==> src/rtl/core/ale_pkg.sv <==
// Package for the associated Legendre evaluator: constants, sequencer states and
// the control structs passed between the sequencer and the shared multiply unit.
// No dependencies.
package ale_pkg;

   // Degree limit and output format.
   localparam int unsigned MAX_DEGREE    = 8;
   localparam int unsigned OUT_FRAC_BITS = 24;

   // Field widths.
   localparam int unsigned DEG_W = 4;
   localparam int unsigned X_W   = 32;
   localparam int unsigned VAL_W = 64;
   localparam int unsigned FAC_W = 31;

   // Argument limits, +1.0 and -1.0 in Q1.30.
   localparam logic signed [X_W-1:0] X_PLUS_ONE  = 32'sd1073741824;
   localparam logic signed [X_W-1:0] X_MINUS_ONE = -32'sd1073741824;

   // Saturation limits of the result.
   localparam logic signed [VAL_W-1:0] VAL_MAX = 64'sh7FFF_FFFF_FFFF_FFFF;
   localparam logic signed [VAL_W-1:0] VAL_MIN = 64'sh8000_0000_0000_0000;

   // Seed start value, 1.0 with OUT_FRAC_BITS fraction bits.
   localparam logic signed [VAL_W-1:0] VAL_ONE = 64'sd1 <<< OUT_FRAC_BITS;

   // Sequencer states.
   typedef enum logic [4:0] {
      ST_IDLE,
      ST_CHECK,
      ST_MWAIT,
      ST_SQ_INIT,
      ST_SQ,
      ST_SQ_RND,
      ST_SEED_A,
      ST_SEED_B,
      ST_SEED_C,
      ST_P1,
      ST_P1B,
      ST_P1C,
      ST_R_A,
      ST_R_B,
      ST_R_C,
      ST_R_D,
      ST_DIV,
      ST_R_E,
      ST_DONE
   } ale_state_type;

   // Phases of the shared multiply unit.
   typedef enum logic [1:0] {
      MP_IDLE,
      MP_LO,
      MP_HI,
      MP_FIN
   } mul_phase_type;

   // Command to the multiply unit.
   typedef struct packed {
      logic start;
      logic q30;
      logic fneg;
   } mul_ctl_type;

   // Status from the multiply unit.
   typedef struct packed {
      logic done;
      logic ovf;
   } mul_sts_type;

endpackage

==> src/rtl/core/ale_mul.sv <==
// Shared saturating multiply unit: a 64-bit signed value times a 31-bit factor,
// either exact (small integers) or scaled by 2^-30 with rounding. Uses ale_pkg.
module ale_mul (
   input  logic                               clock,
   input  logic                               reset,
   input  ale_pkg::mul_ctl_type               ctl,
   input  logic signed [ale_pkg::VAL_W-1:0]   a,
   input  logic        [ale_pkg::FAC_W-1:0]   f,
   output ale_pkg::mul_sts_type               sts,
   output logic signed [ale_pkg::VAL_W-1:0]   res
);
   import ale_pkg::*;

   mul_phase_type            phase_ff, phase_in;
   logic [VAL_W-1:0]         ua_ff, ua_in;
   logic                     neg_ff, neg_in;
   logic                     q30_ff, q30_in;
   logic [FAC_W-1:0]         f_ff, f_in;
   logic [62:0]              plo_ff, plo_in;
   logic [62:0]              phi_ff, phi_in;
   logic signed [VAL_W-1:0]  res_ff, res_in;
   logic                     done_ff, done_in;
   logic                     ovf_ff, ovf_in;

   logic [31:0]              mop;
   logic [62:0]              prod;
   logic [95:0]              full;
   logic [95:0]              sum;
   logic [95:0]              mag;
   logic [VAL_W-1:0]         a_u;

   // One 32 by 31 multiplier, fed the low and then the high half of the magnitude.
   assign mop  = (phase_ff == MP_HI) ? ua_ff[63:32] : ua_ff[31:0];
   assign prod = {31'b0, mop} * {32'b0, f_ff};

   // Combine the partial products, round when scaling by 2^-30.
   assign full = (96'(phi_ff) << 32) + 96'(plo_ff);
   assign sum  = full + (q30_ff ? 96'h2000_0000 : 96'h0);
   assign mag  = q30_ff ? (sum >> 30) : sum;
   assign a_u  = a;

   always_comb begin
      phase_in = phase_ff;
      ua_in    = ua_ff;
      neg_in   = neg_ff;
      q30_in   = q30_ff;
      f_in     = f_ff;
      plo_in   = plo_ff;
      phi_in   = phi_ff;
      res_in   = res_ff;
      done_in  = 1'b0;
      ovf_in   = 1'b0;
      unique case (phase_ff)
         MP_IDLE: begin
            if (ctl.start) begin
               ua_in    = a_u[63] ? (~a_u + 64'd1) : a_u;
               neg_in   = a_u[63] ^ ctl.fneg;
               q30_in   = ctl.q30;
               f_in     = f;
               phase_in = MP_LO;
            end
         end
         MP_LO: begin
            plo_in   = prod;
            phase_in = MP_HI;
         end
         MP_HI: begin
            phi_in   = prod;
            phase_in = MP_FIN;
         end
         MP_FIN: begin
            // Saturate the signed result to the 64-bit range.
            done_in  = 1'b1;
            phase_in = MP_IDLE;
            if (neg_ff) begin
               if (mag > 96'h8000_0000_0000_0000) begin
                  res_in = VAL_MIN;
                  ovf_in = 1'b1;
               end else begin
                  res_in = ~mag[63:0] + 64'd1;
               end
            end else if (mag > 96'h7FFF_FFFF_FFFF_FFFF) begin
               res_in = VAL_MAX;
               ovf_in = 1'b1;
            end else begin
               res_in = mag[63:0];
            end
         end
         default: phase_in = MP_IDLE;
      endcase
   end

   always_ff @(posedge clock) begin
      if (reset) begin
         phase_ff <= MP_IDLE;
         done_ff  <= 1'b0;
         ovf_ff   <= 1'b0;
      end else begin
         phase_ff <= phase_in;
         done_ff  <= done_in;
         ovf_ff   <= ovf_in;
      end
      ua_ff  <= ua_in;
      neg_ff <= neg_in;
      q30_ff <= q30_in;
      f_ff   <= f_in;
      plo_ff <= plo_in;
      phi_ff <= phi_in;
      res_ff <= res_in;
   end

   assign sts.done = done_ff;
   assign sts.ovf  = ovf_ff;
   assign res      = res_ff;

endmodule

==> config.mk <==
export PLATFORM = sky130hd
export DESIGN_NAME = ale_mul
export DESIGN_NICKNAME = d
export VERILOG_FILES = /design/src/rtl/core/ale_pkg.sv /design/src/rtl/core/ale_mul.sv
export SDC_FILE = /design/constraint.sdc
export NUM_CORES = 2
export LEC_CHECK = 0
export ABC_AREA = 1
export BUFFER_PORTS_ARGS = -buffer_cell sky130_fd_sc_hd__buf_4
export CAP_MARGIN = 20
export CORE_MARGIN = 4
export CORE_UTILIZATION = 45
export DETAILED_ROUTE_END_ITERATION = 6
export PLACE_DENSITY_LB_ADDON = 0.3
export SYNTH_ARGS = -nofsm -noshare
export SYNTH_HDL_FRONTEND = slang
export SYNTH_SLANG_ARGS = --single-unit
==> constraint.sdc <==
create_clock -name clock -period 21.8 [get_ports clock]
set_clock_uncertainty 0.15 [all_clocks]
set_input_delay 3.27 -clock clock [delete_from_list [all_inputs] [get_ports clock]]
set_output_delay 3.27 -clock clock [all_outputs]
set_load 0.03 [all_outputs]
# Yosys cells after proc, flatten, opt, wreduce, memory -nomap -nowiden
# Index checks and enable logic that the tools add are counted.
# word_totals
regBits,291
in_bits,100
output_inout_bits,66
elab_cells,42
# op_classes
n_addsub,4
mul,1
order_cmp,2
eq_ne,4
n_mux,13
n_bitwise,4
reduce_logical,3
# ops
op,n
two-way mux 64 bit,3
adder 64 x 1 -> 64 bit (second input constant),2
NOT 64 bit,2
adder 95 x 63 -> 96 bit,1
adder 96 x 30 -> 96 bit,1
> comparator 96 x 63 -> 1 bit (second input constant),1
> comparator 96 x 64 -> 1 bit (second input constant),1
two-way mux 96 bit,1
multiplier 32 x 31 -> 63 bit,1
two-way mux 63 bit,1
two-way mux 32 bit,1
two-way mux 30 bit,1
case mux 2 bit (4 select lines),1
== test 2 bit (second input constant),2
two-way mux 1 bit,4
== test 2 x 1 -> 1 bit (second input constant),1
zero test 2 bit,1
two-way mux 2 bit,1
inequality test 2 bit (second input constant),1
AND reduction 2 bit,1
OR reduction 2 bit,1
NOT 1 bit,1
XOR 1 bit,1

# Logic depth before layout (Yosys ltp)
# depth
ltp_word,7
mapped_depth,42
ltp_nobuf,39

# Worst setup path after synthesis
# OpenSTA, ideal clock, no wires.
# synth_path
path_type,register to register
startpoint,register phase_ff[0]
endpoint,"register phi_ff[60], data pin"
setup_ps,269
arrival_time_ps,9585
required_ps,21381
path_slack_ps,11795
stages_incl_launch_ff,35
n_path_buf,4
synth_period_minus_slack_ps,10005
cell_sequence,dfxtp_1 inv_1 ha_1 clkbuf_1 inv_1 clkbuf_1 or2_2 o21ai_0 clkbuf_1 clkbuf_1 nor2_1 fa_1 inv_1 fa_1 inv_1 fa_1 fa_1 fa_1 fa_1 fa_1 inv_1 fa_1 inv_1 ha_1 nand2_1 nor2_1 inv_1 nor4_1 nand3_1 o2111ai_1 nand2_1 o211ai_1 a21oi_1 o21ai_0 xor2_1
# synth_between
elab_chain_len,3
# synth_lines
element,line,rtl
"start, declared",ale_mul.sv:14,"mul_phase_type phase_ff, phase_in;"
"start signal, assigned",ale_mul.sv:99,phase_ff <= phase_in;
== test 2 bit,ale_mul.sv:33,assign mop = (phase_ff == MP_HI) ? ua_ff[63:32] : ua_ff[31:0];
two-way mux 32 bit,ale_mul.sv:33,
multiplier 32 x 31 -> 63 bit,ale_mul.sv:34,"assign prod = {31'b0, mop} * {32'b0, f_ff};"
net prod[60],ale_mul.sv:26,logic [62:0] prod;
"end signal, assigned",ale_mul.sv:108,phi_ff <= phi_in;
"end, declared",ale_mul.sv:20,"logic [62:0] phi_ff, phi_in;"
# The timed path passes the listed nets, and every way through them passes these cells.
# A chain may end at the register's enable or synchronous reset.

# Worst setup path in the final report
# layout_path
startpoint,register phase_ff[0]
endpoint,"register phi_ff[62], data pin"
# Same word-level chain as after synthesis.

==> summary.md <==
| Metric | Value |
|---|---|
| Outcome | finished, final reports clean |
| Worst setup EP type | register |
| Core area | 114700 µm² |
| Critical Path End | phi_ff[62] |
| Maximum clock path buffer count | 3 |
| HP Class | register to register |
| Drt drc | 0 |
| Max incr delay on CP | 0.70 ns |
| Final nets | 7899 |
| Crit-path max FO | 34 |
| Total CTS buffers | 36 |
| Ys async rst share | 0% |
| Max Clock Freq | 93.31 MHz |
| Global placement routability congestion | 0.9870 |
| Area Growth Syn to Fin | 7.692% |
| Setup Crit Path Kind | register to register |
| Die Area | 121500 µm² |
| Worst-path clk slew | 0.06 ns |
| GRT overflow | 0 |
| Sequential area share after synthesis | 16.67% |
| H-tree Lvls | 2 |
| Post-synth net total | 7846 |
| CP startpoint kind | register |
| Root buf cell | clkbuf_16 |
| CTS Hold Bufs | 0 |
| Clk Latency, worst-skew pair | 0.64 ns |
| Layout cells sized above 1 | 8.867% |
| Largest net degree at the start of global routing | 81 |
| Flop2flop setup slack | 11.08 ns |
| Setup Fix Bufs, Post-CTS | 0 |
| Max-cap violation count | 0 |
| WL/cell | 23.29 µm |
| Post-synth EDFFs | 287 |
| Worst-margin pin slew | 1.191 ns |
| GR Util All Layers | 31.34% |
| Avg Inst Size Synth | 7.925 µm² |
| Most frequent cell after synthesis | nand2_1 |
| Top Ports | 166 |
| Synthesized area | 52180 µm² |
| Number of global-route vias before repair | 45840 |
| Most used cell, CP | inv_1 |
| Die X | 348.5 µm |
| CTS resizes | 0 |
| Starting density of the core | 45.51% |
| Setup TNS | 0 ns |
| DR vias | 44560 |
| Max_slew headroom | 19.86% |
| Post-Route WL | 190400 µm |
| Critical Path RT | 22.07 ns |
| Iter 0 DRT Violations | 3623 |
| Endpoints failing hold | 0 |
| Post-DRT Antenna Nets | 0 |
| Number of synthesized register bits | 291 |
| CTS tree | done |
| Final number of setup-violating endpoints | 0 |
| Slowest cell on crit path | nor4_1 |
| Worst flop-to-flop path endpoint | phi_ff[62] |
| Row cnt | 124 |
| Vias/cell | 5.448 |
| R2R cell count | 33 |
| Period utilization | 49.16% |
| Area leader, netlist | fa_1 |
| Crit path from | phase_ff[0] |
| Syn Inst Count | 6584 |
| I/O Buffers | 165 |
| Post-DP HPWL | 157600 µm |
| First-pass GRT wire length | 283400 µm |
| Synth top cells by count | nand2_1, inv_1, fa_1 |
| Worst EP arrival | 10.99 ns |
| Die height | 348.5 µm |
| DRT Pass-1 Iters | 6 |
| Distinct cell type count after synthesis | 58 |
| Minimum clock period after layout | 10.72 ns |
| Initial antenna violation count | 1 |
| Post-synth top flop | edfxtp_1 |
| Synth top area cells | fa_1, edfxtp_1, nand2_1 |
| Syn. warnings | 0 |
| Top-area cell type share of the netlist area | 33.22% |
| RR Startpoint | phase_ff[0] |
| Pins over their slew limit | 0 |
| Clk sink count | 291 |
| RSZ-0062 raised after global routing | no |
[cells in the final DEF (no fill, tap or decap), types with 3 or more instances in the layout]
cell | synthesis | final
a21o_1 | 7 | 7
a21oi_1 | 114 | 114
a31oi_1 | 23 | 23
and3_1 | 4 | 4
buf_4 | 3 | 251
clkbuf_1 | 198 | 5
clkbuf_16 | 0 | 36
clkinv_1 | 12 | 16
clkinv_2 | 0 | 8
clkinv_4 | 0 | 3
dfxtp_1 | 4 | 4
edfxtp_1 | 287 | 287
fa_1 | 866 | 866
ha_1 | 296 | 293
inv_1 | 1332 | 1330
inv_2 | 34 | 35
nand2_1 | 1474 | 1474
nand2_2 | 48 | 48
nand2_4 | 6 | 6
nand3_1 | 349 | 349
nand3_2 | 54 | 54
nand3b_1 | 3 | 3
nand4_1 | 73 | 73
nor2_1 | 831 | 831
nor2_2 | 38 | 38
nor2_4 | 16 | 16
nor3_1 | 40 | 40
nor3_2 | 4 | 4
nor4_1 | 12 | 12
o211ai_1 | 7 | 7
o21a_1 | 11 | 11
o21ai_0 | 139 | 121
o21ai_1 | 18 | 19
o21ai_2 | 1 | 17
o21bai_1 | 3 | 3
o31ai_1 | 5 | 5
or2_2 | 53 | 53
xnor2_1 | 51 | 51
xor2_1 | 110 | 110
[metal layers]
| metal | vias to the layer above | part of all wire, % | GRT usage (%) |
|---|---|---|---|
| met5 | - | 0.0068 | 0 |
| met4 | 2 | 7.8 | 19.16 |
| met3 | 570 | 8.4 | 6.018 |
| met2 | 2214 | 47 | 52.69 |
| met1 | 21760 | 37 | 37.29 |
| li1 | 20010 | - | - |
[worst min path at each step]
stage / from / end / depth (start not counted) / slack, ns
floorplan: phase_ff[1] / phase_ff[1] / 2 / 0.37
global placement: phase_ff[1] / phase_ff[1] / 2 / 0.45
detailed placement: phase_ff[1] / phase_ff[1] / 2 / 0.46
CTS: phase_ff[1] / phase_ff[1] / 2 / 0.47
global route: phase_ff[1] / phase_ff[1] / 2 / 0.50
finish: phase_ff[1] / phase_ff[1] / 2 / 0.47
[flip-flops by register name, indices dropped and copies added, names as in the netlist]
register and count:
done_ff 1, f_ff 31, neg_ff 1, ovf_ff 1
phase_ff 2, phi_ff 63, plo_ff 63, q30_ff 1
res 64, ua_ff 64
[through the flow]
step                worst slack, ns  util, %  cells  instance area (µm²)  hold WS, ns
floorplan                     11.80        -   6584                52180       0.3715
global placement              11.16    48.01   8111                55040       0.4456
detailed placement            11.17    48.01   8111                55040       0.4631
CTS                           11.10    49.01   8177                56190       0.4734
global route                  10.58    49.01   8177                56190       0.5013
finish                        11.08    49.01   8178                56200       0.4714
[critical path, delay by kind of cell (launching register included)]
family | cells | cell delay, ns
fa+ha+maj | 10 | 4.89
buf+inv | 11 | 2.18
simple gates | 8 | 2.08
compound gates | 3 | 0.50
flops | 1 | 0.32
xor+xnor | 1 | 0.22
[cell type report]
class	count	area, µm²
diodes	1	2.502
clock buffers	41	919.6
clock inverters	25	232.7
fillers	11300	58460
inverters	1378	5175
multi-input cells	4679	37390
flip-flops and latches	291	8698
well taps	1512	1892
repair buffers	251	1884
[logic make-up after synthesis]
kind of cell | after synthesis | share of synthesized area, %
fa+ha+maj | 1162 | 40.32
simple gates | 3015 | 24.89
buf+inv | 1614 | 11.85
xor+xnor | 161 | 2.702
compound gates | 341 | 3.570
flops | 291 | 16.67
Power is not shown: default switching activity piles up to over one toggle a cycle in this logic, so the estimate is an artifact.
